## src/rtl/core/bir_pkg.sv

```systemverilog
// bilinear image rescale: shared types, sizes, register indexes and clamp helpers
// depends on nothing; every other file of the block but bir_ram imports it
`timescale 1ns / 1ps

package bir_pkg;

    // sizing of the source store and the destination grid
    localparam int MAX_SRC_WIDTH  = 256;
    localparam int MAX_SRC_HEIGHT = 256;
    localparam int MAX_DST_DIM    = 2048;
    localparam int FRAC_BITS      = 16;

    // field widths of the items
    localparam int POS_W  = 11;
    localparam int CHAN_W = 8;
    localparam int PIX_W  = 3 * CHAN_W;

    // configuration register widths
    localparam int SRC_REG_W = 9;
    localparam int DST_REG_W = 12;

    // derived widths
    localparam int SRC_XW   = $clog2(MAX_SRC_WIDTH);
    localparam int SRC_YW   = $clog2(MAX_SRC_HEIGHT);
    localparam int SRC_CW   = (SRC_XW > SRC_YW) ? SRC_XW : SRC_YW;
    localparam int SW_W     = $clog2(MAX_SRC_WIDTH + 1);
    localparam int SH_W     = $clog2(MAX_SRC_HEIGHT + 1);
    localparam int DD_W     = $clog2(MAX_DST_DIM + 1);
    localparam int STEP_W   = SRC_CW + FRAC_BITS;
    localparam int DIV_W    = $clog2(MAX_DST_DIM);
    localparam int DCNT_W   = $clog2(STEP_W + 1);
    localparam int MUL_W    = POS_W + STEP_W;
    localparam int WGT_W    = FRAC_BITS + 1;
    localparam int T_W      = FRAC_BITS + CHAN_W;
    localparam int TSUM_W   = T_W + 1;
    localparam int ACC_W    = 2 * FRAC_BITS + CHAN_W + 1;

    // source store split into four banks by column and row parity
    localparam int NUM_BANKS  = 4;
    localparam int BANK_AW    = (SRC_XW - 1) + (SRC_YW - 1);
    localparam int BANK_DEPTH = 1 << BANK_AW;

    // queue between front and back
    localparam int QUEUE_DEPTH = 2;
    localparam int QP_W        = (QUEUE_DEPTH > 1) ? $clog2(QUEUE_DEPTH) : 1;
    localparam int QC_W        = $clog2(QUEUE_DEPTH + 1);

    // configuration port
    localparam int CFG_IDX_W  = 3;
    localparam int CFG_DATA_W = 12;
    localparam logic [CFG_IDX_W-1:0] REG_SRC_WIDTH  = CFG_IDX_W'(0);
    localparam logic [CFG_IDX_W-1:0] REG_SRC_HEIGHT = CFG_IDX_W'(1);
    localparam logic [CFG_IDX_W-1:0] REG_DST_WIDTH  = CFG_IDX_W'(2);
    localparam logic [CFG_IDX_W-1:0] REG_DST_HEIGHT = CFG_IDX_W'(3);

    // reset values of the size registers
    localparam logic [SRC_REG_W-1:0] RST_SRC_WIDTH  = SRC_REG_W'(256);
    localparam logic [SRC_REG_W-1:0] RST_SRC_HEIGHT = SRC_REG_W'(256);
    localparam logic [DST_REG_W-1:0] RST_DST_WIDTH  = DST_REG_W'(1920);
    localparam logic [DST_REG_W-1:0] RST_DST_HEIGHT = DST_REG_W'(1080);

    typedef enum logic [0:0] {
        OP_LOAD    = 1'b0,
        OP_COMPUTE = 1'b1
    } op_e;

    typedef struct packed {
        op_e                operation;
        logic [POS_W-1:0]   pos_x;
        logic [POS_W-1:0]   pos_y;
        logic [CHAN_W-1:0]  red_in;
        logic [CHAN_W-1:0]  green_in;
        logic [CHAN_W-1:0]  blue_in;
    } pixel_in_t;

    typedef struct packed {
        logic [POS_W-1:0]   out_x;
        logic [POS_W-1:0]   out_y;
        logic [CHAN_W-1:0]  red_out;
        logic [CHAN_W-1:0]  green_out;
        logic [CHAN_W-1:0]  blue_out;
    } pixel_out_t;

    typedef struct packed {
        logic [STEP_W-1:0]  step_h;
        logic [STEP_W-1:0]  step_v;
    } step_cfg_t;

    typedef struct packed {
        logic               full;
        logic               valid;
    } q_stat_t;

    // effective source width, clamped to [1, MAX_SRC_WIDTH]
    function automatic logic [SW_W-1:0] eff_src_width(input logic [SRC_REG_W-1:0] v);
        logic [SW_W-1:0] r;
        if (v == '0)
            r = SW_W'(1);
        else if (32'(v) > MAX_SRC_WIDTH)
            r = SW_W'(MAX_SRC_WIDTH);
        else
            r = SW_W'(v);
        return r;
    endfunction

    // effective source height, clamped to [1, MAX_SRC_HEIGHT]
    function automatic logic [SH_W-1:0] eff_src_height(input logic [SRC_REG_W-1:0] v);
        logic [SH_W-1:0] r;
        if (v == '0)
            r = SH_W'(1);
        else if (32'(v) > MAX_SRC_HEIGHT)
            r = SH_W'(MAX_SRC_HEIGHT);
        else
            r = SH_W'(v);
        return r;
    endfunction

    // effective destination size, clamped to [2, MAX_DST_DIM]
    function automatic logic [DD_W-1:0] eff_dst_dim(input logic [DST_REG_W-1:0] v);
        logic [DD_W-1:0] r;
        if (32'(v) < 2)
            r = DD_W'(2);
        else if (32'(v) > MAX_DST_DIM)
            r = DD_W'(MAX_DST_DIM);
        else
            r = DD_W'(v);
        return r;
    endfunction

endpackage

```

## src/rtl/core/bir_queue.sv

```systemverilog
// short item queue between the front and the back of the rescaler
// depends on bir_pkg
`timescale 1ns / 1ps

module bir_queue (
    input  logic               clk,
    input  logic               rst_n,
    input  logic               push,
    input  bir_pkg::pixel_in_t push_item,
    input  logic               pop,
    output bir_pkg::pixel_in_t head,
    output bir_pkg::q_stat_t   q_stat
);

    import bir_pkg::*;

    pixel_in_t         slot_reg [QUEUE_DEPTH];
    logic [QP_W-1:0]   wr_ptr_reg, wr_ptr_next;
    logic [QP_W-1:0]   rd_ptr_reg, rd_ptr_next;
    logic [QC_W-1:0]   count_reg, count_next;
    logic              do_push, do_pop;

    assign q_stat.full  = (count_reg == QC_W'(QUEUE_DEPTH));
    assign q_stat.valid = (count_reg != '0);
    assign do_push      = push && !q_stat.full;
    assign do_pop       = pop && q_stat.valid;
    assign head         = slot_reg[rd_ptr_reg];

    // pointer and fill count update
    always_comb
    begin
        wr_ptr_next = wr_ptr_reg;
        rd_ptr_next = rd_ptr_reg;
        count_next  = count_reg;
        if (do_push)
            wr_ptr_next = (wr_ptr_reg == QP_W'(QUEUE_DEPTH - 1)) ? '0 : wr_ptr_reg + QP_W'(1);
        if (do_pop)
            rd_ptr_next = (rd_ptr_reg == QP_W'(QUEUE_DEPTH - 1)) ? '0 : rd_ptr_reg + QP_W'(1);
        if (do_push && !do_pop)
            count_next = count_reg + QC_W'(1);
        else if (do_pop && !do_push)
            count_next = count_reg - QC_W'(1);
    end

    always_ff @(posedge clk or negedge rst_n)
    begin
        if (!rst_n)
        begin
            wr_ptr_reg <= '0;
            rd_ptr_reg <= '0;
            count_reg  <= '0;
        end
        else
        begin
            wr_ptr_reg <= wr_ptr_next;
            rd_ptr_reg <= rd_ptr_next;
            count_reg  <= count_next;
        end
    end

    // item storage
    always_ff @(posedge clk)
    begin
        if (do_push)
        begin
            slot_reg[wr_ptr_reg] <= push_item;
        end
    end

endmodule

```

## config.mk

```make
export PLATFORM = sky130hd
export DESIGN_NAME = bir_queue
export DESIGN_NICKNAME = d
export VERILOG_FILES = /design/src/rtl/core/bir_pkg.sv /design/src/rtl/core/bir_queue.sv
export SDC_FILE = /design/constraint.sdc
export NUM_CORES = 1
export LEC_CHECK = 0
export ABC_AREA = 1
export CAP_MARGIN = 40
export CORE_MARGIN = 5
export CORE_UTILIZATION = 35
export CTS_BUF_LIST = sky130_fd_sc_hd__clkbuf_4 sky130_fd_sc_hd__clkbuf_8
export CTS_CLUSTER_DIAMETER = 40
export DETAILED_ROUTE_END_ITERATION = 8
export DONT_BUFFER_PORTS = 1
export PLACE_DENSITY = 0.49
export SYNTH_ARGS = -nofsm -noshare
export SYNTH_HDL_FRONTEND = slang
export SYNTH_SLANG_ARGS = --single-unit
export TNS_END_PERCENT = 20
```

## constraint.sdc

```tcl
create_clock -name clk -period 4.1 [get_ports clk]
set_clock_uncertainty 0.2 [all_clocks]
set_input_delay 0.205 -clock clk [delete_from_list [all_inputs] [get_ports clk]]
set_output_delay 0.205 -clock clk [all_outputs]
set_load 0.02 [all_outputs]
```

==> flow_summary.toml <==
[status]
status = "finished clean"

[clock_network]
root_buffer = "clkbuf_8"
clk_latency_ns = 0.34
cts_num_sinks = 98
cts_made_buffers = 9
post_cts_buffers = 0
cts.clk_slew.worst_paths_ns = 0.08
clockBufferDepth = 2
cts_tree = "built"
htree_levels = 3

[die]
dieArea_um2 = 12500
coreArea_um2 = 10200
num_rows = 37
die_h_um = 112
dieWidth_um = 112
initial_core_util = 0.356
io_pins = 100

[timing]
finalHoldViolations = 0
fin_ws_ns = 2.01
rsz0062_at_grt = "false"
timing.slew.headroom = 0.646
slew_violations = 0
timing.final.crit_share = 0.509
worst_slew_pin_slew_ns = 0.531
finalCriticalPeriod_ns = 2.09
setup_viol = 0
fmax_mhz = 479
finalSetupTns_ns = 0

[synthesis]
syn-instance-count = 277
ys.flop_type = "edfxtp_1"
yosysWarnings = 0
ys_seq_elements = 98
async_flop_share = 0.0408
synth.most_common_cell = "nand2_1"
yosysTopAreaCell = "edfxtp_1"
netlist_top_cells_area = "edfxtp_1 78%, nand2_1 16%, dfrtp_1 2.8%"
postSynthNetCount = 329
syn_area_per_cell_um2 = 13.1
synth_edf_count = 94
yosysUniqueCellTypes = 13
synth_common_cells = "152 x nand2_1, 94 x edfxtp_1, 7 x inv_1"
synth_area_um2 = 3640
synth-seq-area-share = 0.804
synth_top_area_share = 0.776

[job]
cap_violations = 0

[critical_path]
cp_max_fo = 26
start_kind = "flop"
worst-path-buf-inv = 3
regToRegSetupSlack_ns = 2.01
cp-end-kind = "flop"
max_stage_delay_ns = 0.41
path_cells = "inv_1 > nor2_1 > nor2_1 > nand2_1 > inv_2 > buf_12"
cp.required_ns = 3.94
worst_r2r_path_depth = 6
crit_family = "buffers and inverters"
r2r-end = "slot_reg[0][13]"
cpMaxStageDelayCell = "inv_2"
r2r-start = "count_reg[1]"
cp_common_cell = "nor2_1"
arrival_ns = 1.93
worstSetupPathType = "flop to flop"

[power]
seq_power_share = 0.458
power_switching_uw = 1220
leakage_uw = 0.00177
swShare = 0.394
p_per_area_nw_per_um2 = 684
p_clk_frac = 0.187
comb_power_share = 0.355
irDropWorstVdd_mv = 0.243
p_int_uw = 1880

[hold_path]
hp-class = "flop to flop"
hold_depth = 2
hold_end = "count_reg[1]"
hold_start = "count_reg[1]"

[global_routing]
grt_use_met1 = 0.125
use_met2 = 0.194
gr-usage-all-layers = 0.116
grt_pass1_vias = 2205
grt_busiest_layer = "met2"
grt_start_max_net_pins = 49
gr-usage-met3 = 0.0505
grt_pass1_wl_um = 11200
antenna_found_initial = 0
overflow = 0

[detailed_routing]
vias_per_cell = 4.47
drt_iter0_markers = 71
avgRoutedWirePerCell_um = 15.0
drc = 0
ant_nets = 0
vias = 2112
wl_um = 7100
dr.pass1.iters = 6

[layout]
syn_to_final_growth_pct = 24.4
fill_cells = 922
num_antenna_cells = 0
final_nets = 386
largest_reg_flops = 94
layout-drive-gt1-share = 0.0623

[placement]
dp_hpwl_um = 4400
portBuffers = 0
place_congestion = 0.751
place_ws_ns = 2.00
cells in the final DEF (no fill, tap or decap):
cell / instances
buf_12: 2
buf_16: 1
buf_4: 2
bufinv_16: 1
clkbuf_4: 1
clkbuf_8: 9
clkinv_1: 2
clkinvlp_4: 1
dfrtp_1: 3
dfrtp_2: 1
dlygate4sd3_1: 51
edfxtp_1: 94
ha_1: 1
inv_1: 6
inv_2: 2
nand2_1: 152
nand3_1: 2
nand4_1: 1
nor2_1: 2
nor2_4: 1
o21ai_0: 1
xnor2_1: 1
power by group through the flow:
stage / combinational [uW] / clock (uW) / sequential, uW
floorplan: 833 / 0 / 1440
global route: 1220 / 645 / 1430
detailed placement: 1090 / 0 / 1440
CTS: 1140 / 597 / 1420
global placement: 1020 / 0 / 1440
finish: 1100 / 579 / 1420
area by class of cell:
type / instances / area [um^2] / share of cell area
Sequential cell: 98 / 2920 / 0.646
Clock inverter: 4 / 45.0 / 0.00995
Multi-Input combinational cell: 161 / 632 / 0.140
Clock buffer: 10 / 131 / 0.0290
Timing Repair Buffer: 56 / 593 / 0.131
Tap cell: 136 / 170 / 0.0376
Inverter: 8 / 30.0 / 0.00664
kinds of logic (layout without fill, tap and decap cells):
family / count (synthesis) / in the layout / share of synthesized area
adder cells (fa/ha/maj): 1 / 1 / 0.00344
buffers and inverters: 18 / 78 / 0.0248
AO/OA/AOI/OAI: 1 / 1 / 0.00137
flip-flops: 98 / 98 / 0.804
XOR/XNOR: 1 / 1 / 0.00241
AND/OR/NAND/NOR: 158 / 158 / 0.164
through the flow:
stage               instance area, um^2  hold slack, ns  instances  total power, uW   util
finish                             4530           0.276        473             3090  0.442
global route                       4530           0.280        473             3310  0.442
CTS                                4530           0.277        473             3150  0.442
detailed placement                 3840          -0.291        408             2530  0.375
global placement                   3770          -0.290        405             2460  0.369
floorplan                          3640          -0.291        277             2280      -
repair_timing:
item	CTS	global route
hold buffers	51	0
hold endpoints to repair	101	0
gates resized for setup	0	0
layer usage:
layer / up-vias / part of all wire
met5: - / 0
met4: 0 / 0.020
met3: 13 / 0.088
met2: 84 / 0.48
met1: 982 / 0.41
li1: 1033 / -
tightest hold or removal path: stages (launching register included):
cell,delay [ns]
dfrtp_1,0.35
nand2_1,0.05
nand2_1,0.05
worst max path at each step:
stage	start	end	slack (ns)	cells past startpoint
floorplan	count_reg[1]	slot_reg[1][0]	0.92	3
global placement	count_reg[1]	slot_reg[1][42]	1.76	4
detailed placement	count_reg[1]	slot_reg[0][8]	2.00	6
CTS	rd_ptr_reg	head[30]	1.97	4
global route	count_reg[1]	slot_reg[0][13]	1.88	6
finish	count_reg[1]	slot_reg[0][13]	2.01	6
Power figures use the tool's default switching activity.
