--- src/rtl/core/bir_pkg.sv ---
// bilinear image rescale: shared types, sizes, register indexes and clamp helpers
// depends on nothing; every other file of the block but bir_ram imports it
`timescale 1ns / 1ps

package bir_pkg;

    // sizing of the source store and the destination grid
    localparam int MAX_SRC_WIDTH  = 256;
    localparam int MAX_SRC_HEIGHT = 256;
    localparam int MAX_DST_DIM    = 2048;
    localparam int FRAC_BITS      = 16;

    // field widths of the items
    localparam int POS_W  = 11;
    localparam int CHAN_W = 8;
    localparam int PIX_W  = 3 * CHAN_W;

    // configuration register widths
    localparam int SRC_REG_W = 9;
    localparam int DST_REG_W = 12;

    // derived widths
    localparam int SRC_XW   = $clog2(MAX_SRC_WIDTH);
    localparam int SRC_YW   = $clog2(MAX_SRC_HEIGHT);
    localparam int SRC_CW   = (SRC_XW > SRC_YW) ? SRC_XW : SRC_YW;
    localparam int SW_W     = $clog2(MAX_SRC_WIDTH + 1);
    localparam int SH_W     = $clog2(MAX_SRC_HEIGHT + 1);
    localparam int DD_W     = $clog2(MAX_DST_DIM + 1);
    localparam int STEP_W   = SRC_CW + FRAC_BITS;
    localparam int DIV_W    = $clog2(MAX_DST_DIM);
    localparam int DCNT_W   = $clog2(STEP_W + 1);
    localparam int MUL_W    = POS_W + STEP_W;
    localparam int WGT_W    = FRAC_BITS + 1;
    localparam int T_W      = FRAC_BITS + CHAN_W;
    localparam int TSUM_W   = T_W + 1;
    localparam int ACC_W    = 2 * FRAC_BITS + CHAN_W + 1;

    // source store split into four banks by column and row parity
    localparam int NUM_BANKS  = 4;
    localparam int BANK_AW    = (SRC_XW - 1) + (SRC_YW - 1);
    localparam int BANK_DEPTH = 1 << BANK_AW;

    // queue between front and back
    localparam int QUEUE_DEPTH = 2;
    localparam int QP_W        = (QUEUE_DEPTH > 1) ? $clog2(QUEUE_DEPTH) : 1;
    localparam int QC_W        = $clog2(QUEUE_DEPTH + 1);

    // configuration port
    localparam int CFG_IDX_W  = 3;
    localparam int CFG_DATA_W = 12;
    localparam logic [CFG_IDX_W-1:0] REG_SRC_WIDTH  = CFG_IDX_W'(0);
    localparam logic [CFG_IDX_W-1:0] REG_SRC_HEIGHT = CFG_IDX_W'(1);
    localparam logic [CFG_IDX_W-1:0] REG_DST_WIDTH  = CFG_IDX_W'(2);
    localparam logic [CFG_IDX_W-1:0] REG_DST_HEIGHT = CFG_IDX_W'(3);

    // reset values of the size registers
    localparam logic [SRC_REG_W-1:0] RST_SRC_WIDTH  = SRC_REG_W'(256);
    localparam logic [SRC_REG_W-1:0] RST_SRC_HEIGHT = SRC_REG_W'(256);
    localparam logic [DST_REG_W-1:0] RST_DST_WIDTH  = DST_REG_W'(1920);
    localparam logic [DST_REG_W-1:0] RST_DST_HEIGHT = DST_REG_W'(1080);

    typedef enum logic [0:0] {
        OP_LOAD    = 1'b0,
        OP_COMPUTE = 1'b1
    } op_e;

    typedef struct packed {
        op_e                operation;
        logic [POS_W-1:0]   pos_x;
        logic [POS_W-1:0]   pos_y;
        logic [CHAN_W-1:0]  red_in;
        logic [CHAN_W-1:0]  green_in;
        logic [CHAN_W-1:0]  blue_in;
    } pixel_in_t;

    typedef struct packed {
        logic [POS_W-1:0]   out_x;
        logic [POS_W-1:0]   out_y;
        logic [CHAN_W-1:0]  red_out;
        logic [CHAN_W-1:0]  green_out;
        logic [CHAN_W-1:0]  blue_out;
    } pixel_out_t;

    typedef struct packed {
        logic [STEP_W-1:0]  step_h;
        logic [STEP_W-1:0]  step_v;
    } step_cfg_t;

    typedef struct packed {
        logic               full;
        logic               valid;
    } q_stat_t;

    // effective source width, clamped to [1, MAX_SRC_WIDTH]
    function automatic logic [SW_W-1:0] eff_src_width(input logic [SRC_REG_W-1:0] v);
        logic [SW_W-1:0] r;
        if (v == '0)
            r = SW_W'(1);
        else if (32'(v) > MAX_SRC_WIDTH)
            r = SW_W'(MAX_SRC_WIDTH);
        else
            r = SW_W'(v);
        return r;
    endfunction

    // effective source height, clamped to [1, MAX_SRC_HEIGHT]
    function automatic logic [SH_W-1:0] eff_src_height(input logic [SRC_REG_W-1:0] v);
        logic [SH_W-1:0] r;
        if (v == '0)
            r = SH_W'(1);
        else if (32'(v) > MAX_SRC_HEIGHT)
            r = SH_W'(MAX_SRC_HEIGHT);
        else
            r = SH_W'(v);
        return r;
    endfunction

    // effective destination size, clamped to [2, MAX_DST_DIM]
    function automatic logic [DD_W-1:0] eff_dst_dim(input logic [DST_REG_W-1:0] v);
        logic [DD_W-1:0] r;
        if (32'(v) < 2)
            r = DD_W'(2);
        else if (32'(v) > MAX_DST_DIM)
            r = DD_W'(MAX_DST_DIM);
        else
            r = DD_W'(v);
        return r;
    endfunction

endpackage

--- src/rtl/core/bir_front.sv ---
// front of the rescaler: size registers, step divider, item classification
// depends on bir_pkg
`timescale 1ns / 1ps

module bir_front (
    input  logic                            clk,
    input  logic                            rst_n,
    input  logic                            cfg_valid,
    output logic                            cfg_ready,
    input  logic [bir_pkg::CFG_IDX_W-1:0]   cfg_index,
    input  logic [bir_pkg::CFG_DATA_W-1:0]  cfg_data,
    input  logic                            pixel_valid,
    output logic                            pixel_ready,
    input  bir_pkg::pixel_in_t              pixel,
    input  bir_pkg::q_stat_t                q_stat,
    output logic                            push,
    output bir_pkg::pixel_in_t              push_item,
    output bir_pkg::step_cfg_t              steps
);

    import bir_pkg::*;

    logic [SRC_REG_W-1:0] src_w_reg, src_w_next;
    logic [SRC_REG_W-1:0] src_h_reg, src_h_next;
    logic [DST_REG_W-1:0] dst_w_reg, dst_w_next;
    logic [DST_REG_W-1:0] dst_h_reg, dst_h_next;
    logic [STEP_W-1:0]    step_h_reg, step_h_next;
    logic [STEP_W-1:0]    step_v_reg, step_v_next;
    logic                 busy_reg, busy_next;
    logic                 tgt_v_reg, tgt_v_next;
    logic [DCNT_W-1:0]    cnt_reg, cnt_next;
    logic [DIV_W-1:0]     rem_reg, rem_next;
    logic [STEP_W-1:0]    quo_reg, quo_next;
    logic [DIV_W-1:0]     den_reg, den_next;

    logic                 cfg_wr;
    logic                 is_h, is_v;
    logic [SW_W-1:0]      sw_new;
    logic [SH_W-1:0]      sh_new;
    logic [DD_W-1:0]      dw_new, dh_new;
    logic [DIV_W:0]       rem_sh;
    logic                 qbit;
    logic [SW_W-1:0]      sw_eff;
    logic [SH_W-1:0]      sh_eff;
    logic [DD_W-1:0]      dw_eff, dh_eff;
    logic                 in_range;

    assign cfg_ready   = !busy_reg;
    assign pixel_ready = !busy_reg && !q_stat.full;
    assign cfg_wr      = cfg_valid && !busy_reg;
    assign is_h        = (cfg_index == REG_SRC_WIDTH) || (cfg_index == REG_DST_WIDTH);
    assign is_v        = (cfg_index == REG_SRC_HEIGHT) || (cfg_index == REG_DST_HEIGHT);

    // register writes and the restoring divider, one quotient bit a cycle
    always_comb
    begin
        src_w_next  = src_w_reg;
        src_h_next  = src_h_reg;
        dst_w_next  = dst_w_reg;
        dst_h_next  = dst_h_reg;
        step_h_next = step_h_reg;
        step_v_next = step_v_reg;
        busy_next   = busy_reg;
        tgt_v_next  = tgt_v_reg;
        cnt_next    = cnt_reg;
        rem_next    = rem_reg;
        quo_next    = quo_reg;
        den_next    = den_reg;

        sw_new = eff_src_width((cfg_index == REG_SRC_WIDTH) ?
                               cfg_data[SRC_REG_W-1:0] : src_w_reg);
        sh_new = eff_src_height((cfg_index == REG_SRC_HEIGHT) ?
                                cfg_data[SRC_REG_W-1:0] : src_h_reg);
        dw_new = eff_dst_dim((cfg_index == REG_DST_WIDTH) ?
                             cfg_data[DST_REG_W-1:0] : dst_w_reg);
        dh_new = eff_dst_dim((cfg_index == REG_DST_HEIGHT) ?
                             cfg_data[DST_REG_W-1:0] : dst_h_reg);

        rem_sh = {rem_reg, quo_reg[STEP_W-1]};
        qbit   = (rem_sh >= {1'b0, den_reg});

        if (busy_reg)
        begin
            rem_next = qbit ? DIV_W'(rem_sh - {1'b0, den_reg}) : rem_sh[DIV_W-1:0];
            quo_next = {quo_reg[STEP_W-2:0], qbit};
            cnt_next = cnt_reg - DCNT_W'(1);
            if (cnt_reg == DCNT_W'(1))
            begin
                busy_next = 1'b0;
                if (tgt_v_reg)
                    step_v_next = {quo_reg[STEP_W-2:0], qbit};
                else
                    step_h_next = {quo_reg[STEP_W-2:0], qbit};
            end
        end
        else if (cfg_wr && (is_h || is_v))
        begin
            case (cfg_index)
                REG_SRC_WIDTH:  src_w_next = cfg_data[SRC_REG_W-1:0];
                REG_SRC_HEIGHT: src_h_next = cfg_data[SRC_REG_W-1:0];
                REG_DST_WIDTH:  dst_w_next = cfg_data[DST_REG_W-1:0];
                REG_DST_HEIGHT: dst_h_next = cfg_data[DST_REG_W-1:0];
                default:        src_w_next = src_w_reg;
            endcase
            busy_next  = 1'b1;
            tgt_v_next = is_v;
            cnt_next   = DCNT_W'(STEP_W);
            rem_next   = '0;
            if (is_v)
            begin
                quo_next = {SRC_CW'(sh_new - SH_W'(1)), {FRAC_BITS{1'b0}}};
                den_next = DIV_W'(dh_new - DD_W'(1));
            end
            else
            begin
                quo_next = {SRC_CW'(sw_new - SW_W'(1)), {FRAC_BITS{1'b0}}};
                den_next = DIV_W'(dw_new - DD_W'(1));
            end
        end
    end

    // control and configuration state
    always_ff @(posedge clk or negedge rst_n)
    begin
        if (!rst_n)
        begin
            src_w_reg  <= RST_SRC_WIDTH;
            src_h_reg  <= RST_SRC_HEIGHT;
            dst_w_reg  <= RST_DST_WIDTH;
            dst_h_reg  <= RST_DST_HEIGHT;
            step_h_reg <= '0;
            step_v_reg <= '0;
            busy_reg   <= 1'b0;
            tgt_v_reg  <= 1'b0;
            cnt_reg    <= '0;
        end
        else
        begin
            src_w_reg  <= src_w_next;
            src_h_reg  <= src_h_next;
            dst_w_reg  <= dst_w_next;
            dst_h_reg  <= dst_h_next;
            step_h_reg <= step_h_next;
            step_v_reg <= step_v_next;
            busy_reg   <= busy_next;
            tgt_v_reg  <= tgt_v_next;
            cnt_reg    <= cnt_next;
        end
    end

    // divider datapath
    always_ff @(posedge clk)
    begin
        rem_reg <= rem_next;
        quo_reg <= quo_next;
        den_reg <= den_next;
    end

    // classify: out-of-range loads and requests are dropped here
    always_comb
    begin
        sw_eff = eff_src_width(src_w_reg);
        sh_eff = eff_src_height(src_h_reg);
        dw_eff = eff_dst_dim(dst_w_reg);
        dh_eff = eff_dst_dim(dst_h_reg);
        if (pixel.operation == OP_LOAD)
            in_range = (32'(pixel.pos_x) < 32'(sw_eff)) && (32'(pixel.pos_y) < 32'(sh_eff));
        else
            in_range = (32'(pixel.pos_x) < 32'(dw_eff)) && (32'(pixel.pos_y) < 32'(dh_eff));
    end

    assign push         = pixel_valid && pixel_ready && in_range;
    assign push_item    = pixel;
    assign steps.step_h = step_h_reg;
    assign steps.step_v = step_v_reg;

endmodule

--- config.mk ---
export PLATFORM = sky130hd
export DESIGN_NAME = bir_front
export DESIGN_NICKNAME = d
export VERILOG_FILES = /design/src/rtl/core/bir_pkg.sv /design/src/rtl/core/bir_front.sv
export SDC_FILE = /design/constraint.sdc
export NUM_CORES = 1
export LEC_CHECK = 0
export BUFFER_PORTS_ARGS = -buffer_cell sky130_fd_sc_hd__buf_2
export CAP_MARGIN = 20
export CORE_ASPECT_RATIO = 1.5
export CORE_MARGIN = 2
export CORE_UTILIZATION = 45
export CTS_CLUSTER_SIZE = 28
export DETAILED_ROUTE_END_ITERATION = 6
export PLACE_DENSITY = 0.67
export SLEW_MARGIN = 10
export SYNTH_ARGS = -nofsm -noshare
export SYNTH_HDL_FRONTEND = slang
export SYNTH_SLANG_ARGS = --single-unit
--- constraint.sdc ---
create_clock -name clk -period 5.04 [get_ports clk]
set_clock_uncertainty 0.2 [all_clocks]
set_input_delay 1.008 -clock clk [delete_from_list [all_inputs] [get_ports clk]]
set_output_delay 1.008 -clock clk [all_outputs]
set_load 0.01 [all_outputs]
==> results of run 1 <==
==> through the flow <==
| stage | worst slack, ps | utilization (%) | cell area [um^2] | hold slack (ps) | cells |
|---|---|---|---|---|---|
| floorplan | 1420 | - | 8690 | 235 | 809 |
| global placement | 1030 | 48.1 | 9180 | 259 | 1109 |
| detailed placement | 927 | 48.1 | 9180 | 271 | 1109 |
| CTS | 979 | 51.3 | 9800 | 279 | 1141 |
| global route | 816 | 51.3 | 9800 | 318 | 1141 |
| finish | 986 | 51.3 | 9800 | 277 | 1141 |
==> placed cells by master, fill, tap and decap left out, types with 3 or more instances in the layout <==
cell type / n
buf_4: 12
a21o_1: 12
dfrtp_1: 87
inv_6: 3
nand4b_1: 3
nand4_1: 8
o22ai_1: 14
xnor2_1: 10
mux2i_1: 44
clkbuf_16: 17
o21ai_0: 26
and3_1: 3
nor4_1: 10
nor3b_2: 3
o211ai_1: 5
inv_8: 6
inv_1: 29
edfxtp_1: 46
nand2b_1: 21
xor2_1: 10
dfstp_2: 10
nand2_1: 63
nor3_1: 20
a211oi_1: 8
or2_2: 4
or3_1: 4
ha_1: 51
and2_1: 17
nor2_1: 37
buf_2: 115
nor2b_1: 9
mux2_2: 86
o2bb2ai_1: 3
a21oi_1: 29
nand3_1: 10
==> synth_stat cells, drive strengths merged (3+ instances only) <==
master   count
a211oi       9
a21o        12
a21oi       29
and2        17
and3         3
buf         60
clkbuf      23
dfrtp       87
dfstp       10
edfxtp      46
ha          51
inv         29
mux2        86
mux2i       44
nand2       63
nand2b      21
nand3       10
nand4        8
nand4b       3
nor2        37
nor2b        9
nor3        21
nor3b        5
nor4        12
o211ai       5
o21ai       26
o22ai       14
o2bb2ai      3
or2          4
or3          4
xnor2       10
xor2        10
==> final cells by class <==
cell class | count | area [um^2]
Clock buffer | 17 | 425
Inverter | 30 | 113
Multi-Input combinational cell | 553 | 4260
Clock inverter | 15 | 190
Timing Repair Buffer | 127 | 666
Tap cell | 256 | 320
Sequential cell | 143 | 3820
Fill cell | 1797 | 9290
==> kinds of logic (layout without fill, tap and decap cells) <==
family | Yosys count | count (layout) | synth area share [%]
and+or+nand+nor | 224 | 224 | 13.5
DFF | 143 | 143 | 44.0
muxes | 130 | 130 | 16.2
AOI/OAI and AO/OA | 127 | 127 | 9.57
buffers and inverters | 113 | 189 | 7.15
adders and majority gates | 52 | 52 | 7.57
xor gates and xnor gates | 20 | 20 | 2.02
==> final timing paths <==
kind	start	end	slack [ps]	depth (start not counted)
setup / recovery	dst_w_reg[11]$_DFFE_PN0P_	push	990	11
hold / removal	cnt_reg[4]$_DFFE_PN0P_	cnt_reg[4]$_DFFE_PN0P_	280	1
setup reg to reg	rem_reg[1]$_SDFFCE_PN0P_	rem_reg[8]$_SDFFCE_PN0P_	1880	9
hold reg to reg	cnt_reg[4]$_DFFE_PN0P_	cnt_reg[4]$_DFFE_PN0P_	280	1
max in group asynchronous	rst_n	step_v_reg[16]$_DFFE_PN0P_	3240	2
min in group asynchronous	rst_n	step_v_reg[2]$_DFFE_PN0P_	500	1
==> power by group through the flow <==
stage          Sequential (mW)  Clock, mW  Combinational [mW]
2_1_floorplan             2.08          0                1.71
3_3_place_gp              2.16          0                2.25
3_5_place_dp              2.18          0                2.32
4_1_cts                   2.16       1.34                2.33
5_1_grt                   2.22       1.39                2.60
6_report                  2.16       1.32                2.32
==> critical path: cells and delay by family, from the launching register on <==
kind	cells	cell delay, ps
compound gates	3	470
simple gates	5	710
flops	1	460
fa+ha+maj	1	300
buf+inv	2	480
==> routing by layer <==
layer  track usage, %  vias up  routed length, um
li1                 -     3012                  -
met1             24.4     3057               8650
met2             36.9      209              10500
met3             4.00       48                965
met4             10.3        0                900
met5                0        -                  0
==> impl_metrics.yaml, run 1 <==
outcome:
  status: "completed"
sta:
  rsz0062_at_grt: "false"
  final.period_utilization_pct: 80.4
  finalSetupViolCount: 0
  period_needed_ps: 4050
  slew_violations: 0
  relSlewSlack_pct: 38.6
  hold_violations: 0
  max_slew.worst_pin.slew_ps: 921
  fmax_mhz: 247
  setup_tns_ps: 0
floorplanning:
  die_h_um: 174
  placementRows: 62
  start_util_pct: 45.5
  core_mm2: 0.0191
  die_area_mm2: 0.0205
  dieWidth_um: 117
  boundaryPins: 166
global_routing:
  grt_max_degree: 70
  grt_pass1_vias: 6411
  gr-usage-all-layers_pct: 21.0
  antenna_found_initial: 0
  grt_pass1_wl_um: 33900
  gr-total-overflow: 0
critical_path:
  critPathKind: "register to output port"
  crit_slowest_cell: "dfrtp_1"
  cpPeakStageDelay_ps: 460
  startpoint_type: "register"
  crit_fanout: 12
  endpoint_kind: "output port"
  cp.arrival_ps: 2850
  required_ps: 3830
  path_cells: "inv_1 > nand2_1 > ha_1 > nand4b_1 > nor2_1 > a22oi_1 > nand4_1 > nor4_1 > o221ai_1 > o41ai_1 > buf_2"
route:
  wl_per_cell_um: 18.4
  drc: 0
  vias: 6326
  dr.first_iter.drc_count: 400
  drt-total-wl_um: 21000
  firstDrtPassIters: 5
  routed_via_density: 5.54
  antenna_left: 0
pwr:
  cellInternalPower_mw: 3.61
  comb_power_share_pct: 39.9
  p_leak_nw: 4.54
  power_density_mw_per_mm2: 592
  peakVddDrop_mv: 0.291
  seqPwrFrac_pct: 37.3
  sw_frac_of_total_pct: 37.8
  clock_power_share_pct: 22.8
  finalPower_mw: 5.80
  switchingPower_mw: 2.19
synthesis:
  syn_inst: 809
  syn_area_mm2: 0.00869
  ys_warn_count: 0
  synth_top_area_share_pct: 25.0
  synth-async-reset-ratio_pct: 67.8
  synth.area.top_cells: "dfrtp_1, edfxtp_1, mux2_2"
  synth_top_flop_cell: "dfrtp_1"
  synth_cell_type_count: 66
  syn-mean-instance-area_um2: 10.7
  syn_nets: 929
  yosysTopAreaCell: "dfrtp_1"
  ys_seq_area_share_pct: 44.0
  synth_enable_flop_cells: 46
  ys_ff_latch: 143
placed_design:
  dp_hpwl_um: 15400
  io_buffer_count: 116
  place_congestion: 0.914
finish:
  drive_gt1_share_pct: 30.5
  fin_nets: 992
  layout-area-overhead-vs-synth_pct: 12.7
  n_antenna_cell: 0
cts:
  cts_sinks: 143
  cts_tree: "yes"
  cts_max_level: 4
  numCtsBuffers: 17
  cts-root-buf: "clkbuf_16"
  insertion_delay_ps: 420
  cts_resized: 0
  cts_max_path_buffers: 2
  cts_hold_buf: 0
  path_clk_slew_ps: 70
  cts_setup_buffers: 0
run:
  drv_cap: 0
worst_hold_path:
  min_path_type: "register to register"
Note: power is estimated with default switching activity, not from simulation.
==> inputs of run 2 (changes only) <==
- PLACE_DENSITY: 0.67 -> 0.7
- clock period: 5.04 -> 3.5 ns (I/O delays scaled with it)
==> impl_metrics.yaml, run 2 (synthesis gave the netlist of run 1 again) <==
outcome:
  status: "completed"
cts:
  cts_sinks: 143
  cts_max_level: 4
  cts_max_path_buffers: 2
  cts-root-buf: "clkbuf_16"
  insertion_delay_ps: 420
  path_clk_slew_ps: 70
  cts_hold_buf: 0
  cts_tree: "yes"
  numCtsBuffers: 17
route:
  firstDrtPassIters: 5
  routed_via_density: 5.66
  antenna_left: 0
  dr.first_iter.drc_count: 442
  drt-total-wl_um: 21600
  vias: 6723
  drc: 0
  wl_per_cell_um: 18.2
pwr:
  p_leak_nw: 4.76
  peakVddDrop_mv: 0.340
  power_density_mw_per_mm2: 827
global_routing:
  grt_max_degree: 57
  antenna_found_initial: 0
  grt_pass1_vias: 6651
  grt_pass1_wl_um: 34800
  gr-usage-all-layers_pct: 21.5
  gr-total-overflow: 0
floorplanning:
  start_util_pct: 45.5
  core_mm2: 0.0191
  die_h_um: 174
  dieWidth_um: 117
  boundaryPins: 166
  placementRows: 62
  die_area_mm2: 0.0205
placed_design:
  dp_hpwl_um: 15800
  placed_cells: 1140
  place_congestion: 0.920
  preCtsSetupSlack_ps: 66.8
  io_buffer_count: 116
  placed_area_mm2: 0.00943
sta:
  slew_violations: 0
  final.period_utilization_pct: 98.9
  relSlewSlack_pct: 50.9
  finalSetupViolCount: 0
  finalHoldWorstSlack_ps: 140
  hold_violations: 0
  fmax_mhz: 289
  fin_ws_ps: 38.4
  rsz0062_at_grt: "true"
  max_slew.worst_pin.slew_ps: 737
  period_needed_ps: 3460
critical_path:
  startpoint_type: "register"
  crit_fanout: 4
  critPathKind: "register to output port"
  path_delay_family: "simple AND/OR/NAND/NOR gates"
  cp.arrival_ps: 2560
  path_cells: "nand2_1 > ha_4 > nand4b_1 > nor2_2 > a22oi_1 > nand4_1 > nor4_2 > o221ai_2 > o41ai_2 > buf_2"
  required_ps: 2600
  endpoint_kind: "output port"
  cp_num_buf_inv: 1
  cpPeakStageDelay_ps: 580
  crit_slowest_cell: "dfstp_2"
worst_hold_path:
  min_path_type: "input port to async pin"
finish:
  instances_no_fill: 1187
  n_antenna_cell: 0
  layout_commonest_cell: "buf_2"
  layout_common_cells: "buf_2, mux2_2, dfrtp_1"
  fin_nets: 1038
  fin_area_mm2: 0.0103
  drive_gt1_share_pct: 36.3
  layout-area-overhead-vs-synth_pct: 18.2
run:
  drv_cap: 0
[run 2: cell count changes in the layout (fill, tap and decap cells not counted), moves of 4 or more]
cell / delta
nor4_1: -4
ha_4: +6
inv_8: -6
buf_4: +43
ha_1: -6
[run 2: path summary, 6_finish.rpt]
check / start / to / slack [ps] / cells past startpoint
max: dst_w_reg[10]$_DFFE_PN1P_ / push / 40 / 10
min: rst_n / dst_w_reg[0]$_DFFE_PN0P_ / 140 / 1
max reg2reg: quo_reg[23]$_DFFE_PP_ / rem_reg[3]$_SDFFCE_PN0P_ / 440 / 11
min reg2reg: step_h_reg[4]$_DFFE_PN0P_ / step_h_reg[4]$_DFFE_PN0P_ / 300 / 1
max in group asynchronous: rst_n / cnt_reg[4]$_DFFE_PN0P_ / 2120 / 3
min in group clk: step_h_reg[4]$_DFFE_PN0P_ / step_h_reg[4]$_DFFE_PN0P_ / 300 / 1
[run 2: routing by layer]
metal,vias to the layer above,track usage [%],wire (um)
li1,3106,-,-
met5,-,0,0
met1,3286,25.3,8630
met4,0,10.0,861
met3,52,4.07,1140
met2,279,37.7,11000
[run 2: layout make-up]
cell class                 instances  area (um^2)
fill                            1730         8810
multi-input combinational        553         4440
sequential                       143         3820
timing repair buffer             173         1030
clock buffer                      19          443
tap                              256          320
inverter                          30          115
clock inverter                    13          101
[run 2: stage by stage]
| stage | utilization (%) | total power [mW] | setup TNS (ps) |
|---|---|---|---|
| after floorplan | - | 5.46 | 0 |
| after global placement | 49.4 | 6.47 | 0 |
| after detailed placement | 49.4 | 6.60 | 0 |
| after CTS | 52.7 | 8.40 | 0 |
| after global routing | 53.8 | 9.14 | -102 |
| final | 53.8 | 8.50 | 0 |
[run 2: repair_timing]
item | in CTS | in global routing
setup endpoints to repair | 1 | 3
gates resized for setup | 15 | 19
setup buffers | 6 | 8
cloned | 0 | 0
pin swaps | 7 | 14
[run 2: power breakdown]
group	internal [mW]	total, mW	leakage (nW)	switching, mW
logic	1.78	3.75	2.78	1.96
registers	2.57	3.09	1.72	0.514
clock network	0.936	1.66	0.261	0.727
total	5.29	8.50	4.76	3.21
==> inputs of run 3 (changes only) <==
- CORE_ASPECT_RATIO: 1.5 -> not set
- REMOVE_ABC_BUFFERS: not set -> 1
==> impl_metrics.yaml, run 3 (synthesis gave the netlist of run 1 again) <==
sta:
  setup_tns_ps: 0
  rsz0062_at_grt: "true"
  fmax_mhz: 290
  max_slew.worst_pin.slew_ps: 911
  final.period_utilization_pct: 98.4
  hold_violations: 0
  finalHoldWorstSlack_ps: 195
  period_needed_ps: 3440
  slew_violations: 0
  relSlewSlack_pct: 39.3
  finalSetupViolCount: 0
route:
  vias: 6543
  drc: 0
  firstDrtPassIters: 7
  routed_via_density: 5.54
  antenna_left: 0
  wl_per_cell_um: 18.2
  dr.first_iter.drc_count: 541
  drt-total-wl_um: 21500
placed_design:
  io_buffer_count: 116
  placed_area_mm2: 0.00940
  dp_hpwl_um: 15700
  place_congestion: 0.915
outcome:
  status: "completed"
critical_path:
  crit_fanout: 7
  cp.arrival_ps: 2540
  r2r-start: "quo_reg[23]$_DFFE_PP_"
  endpoint_kind: "output port"
  required_ps: 2600
  critPathKind: "register to output port"
  rr_worst_depth: 11
  timing.rr.end: "rem_reg[9]$_SDFFCE_PN0P_"
  r2r_slack_ps: 590
  startpoint_type: "register"
floorplanning:
  placementRows: 50
  die_h_um: 143
  boundaryPins: 166
  core_mm2: 0.0188
  die_area_mm2: 0.0204
  start_util_pct: 46.2
  dieWidth_um: 143
finish:
  drive_gt1_share_pct: 35.1
  layout_commonest_cell: "buf_2"
  n_fill_cell: 1661
  layout_common_cells: "buf_2, mux2_2, dfrtp_1"
  layout-area-overhead-vs-synth_pct: 17.3
  utilization_pct: 54.1
  fin_nets: 1028
  fin_area_mm2: 0.0102
  n_antenna_cell: 0
pwr:
  finalPower_mw: 8.56
  cellInternalPower_mw: 5.31
  clock_power_share_pct: 21.9
  power_density_mw_per_mm2: 840
  peakVddDrop_mv: 0.378
  sw_frac_of_total_pct: 38.0
  seqPwrFrac_pct: 35.7
  switchingPower_mw: 3.25
  p_leak_nw: 4.75
  comb_power_share_pct: 42.4
run:
  drv_cap: 0
cts:
  path_clk_slew_ps: 70
  numCtsBuffers: 17
  cts_max_level: 4
  cts_hold_buf: 0
  cts_sinks: 143
  cts_max_path_buffers: 2
  cts-root-buf: "clkbuf_16"
  cts_tree: "yes"
  insertion_delay_ps: 430
global_routing:
  gr-total-overflow: 0
  gr-usage-all-layers_pct: 21.5
  grt_max_degree: 67
  grt_pass1_wl_um: 33900
  grt_pass1_vias: 6288
  antenna_found_initial: 0
worst_hold_path:
  min_path_type: "input port to async pin"
## run 3: cell types whose count changed in the layout (fill, tap and decap cells not counted), sizes merged
cell and change:
inv +1, clkbuf -2, buf -10, clkinv -1, clkinvlp +1, bufinv +1
## run 3: per-stage QoR
step / instances / worst slack, ps
3_3_place_gp: 1138 / 203
2_1_floorplan: 726 / -553
3_5_place_dp: 1138 / 142
5_1_grt: 1181 / -86.1
4_1_cts: 1178 / 0.361
6_report: 1181 / 57.4
## run 3: worst max-delay path by stage
stage,start,end,slack [ps],depth (start not counted)
final,dst_h_reg[11]$_DFFE_PN0P_,push,60,10
after global routing,dst_w_reg[11]$_DFFE_PN0P_,push,-90,11
after CTS,dst_h_reg[7]$_DFFE_PN0P_,push,0.4,9
after detailed placement,cfg_index[1],den_reg[5]$_DFFE_PP_,140,7
after global placement,cfg_index[1],den_reg[5]$_DFFE_PP_,200,7
after floorplan,busy_reg$_DFF_PN0_,step_h_reg[10]$_DFFE_PN0P_,-550,3
## run 3: critical path, cell delays in order (launching register included)
cell      delay (ps)
dfrtp_2          460
buf_6            140
nand2b_1         150
ha_1             300
a21o_1           160
a21oi_1          130
nor2_1            60
nor4_2           260
o221ai_1         180
o41ai_2           80
buf_2            180
## run 3: final cells by class
cell class | instances | area [um^2] | share of cell area, %
inverter | 30 | 116 | 1.14
clock inverter | 15 | 193 | 1.89
sequential | 143 | 3820 | 37.5
clock buffer | 17 | 425 | 4.17
multi-input combinational | 553 | 4350 | 42.6
timing repair buffer | 163 | 968 | 9.50
tap | 260 | 325 | 3.19
## run 3: what timing repair did
item,in CTS,in global routing
buffers inserted,8,2
endpoints found under the setup margin,1,1
pin swaps,4,4
resized for setup,13,9
## run 3: metal layers
| layer | vias to the layer above | wire (um) | GRT usage (%) |
|---|---|---|---|
| li1 | 3091 | - | - |
| met4 | 0 | 581 | 7.24 |
| met5 | - | 0 | 0 |
| met3 | 46 | 1440 | 5.03 |
| met2 | 256 | 9770 | 34.2 |
| met1 | 3150 | 9760 | 29.0 |
## run 3: power by group through the flow
| stage | sequential (mW) | clock (mW) | combinational, mW |
|---|---|---|---|
| after floorplan | 3.04 | 0 | 2.32 |
| after global placement | 3.07 | 0 | 3.37 |
| after detailed placement | 3.08 | 0 | 3.47 |
| after CTS | 3.05 | 1.91 | 3.60 |
| after global routing | 3.14 | 1.99 | 4.06 |
| final | 3.06 | 1.87 | 3.63 |
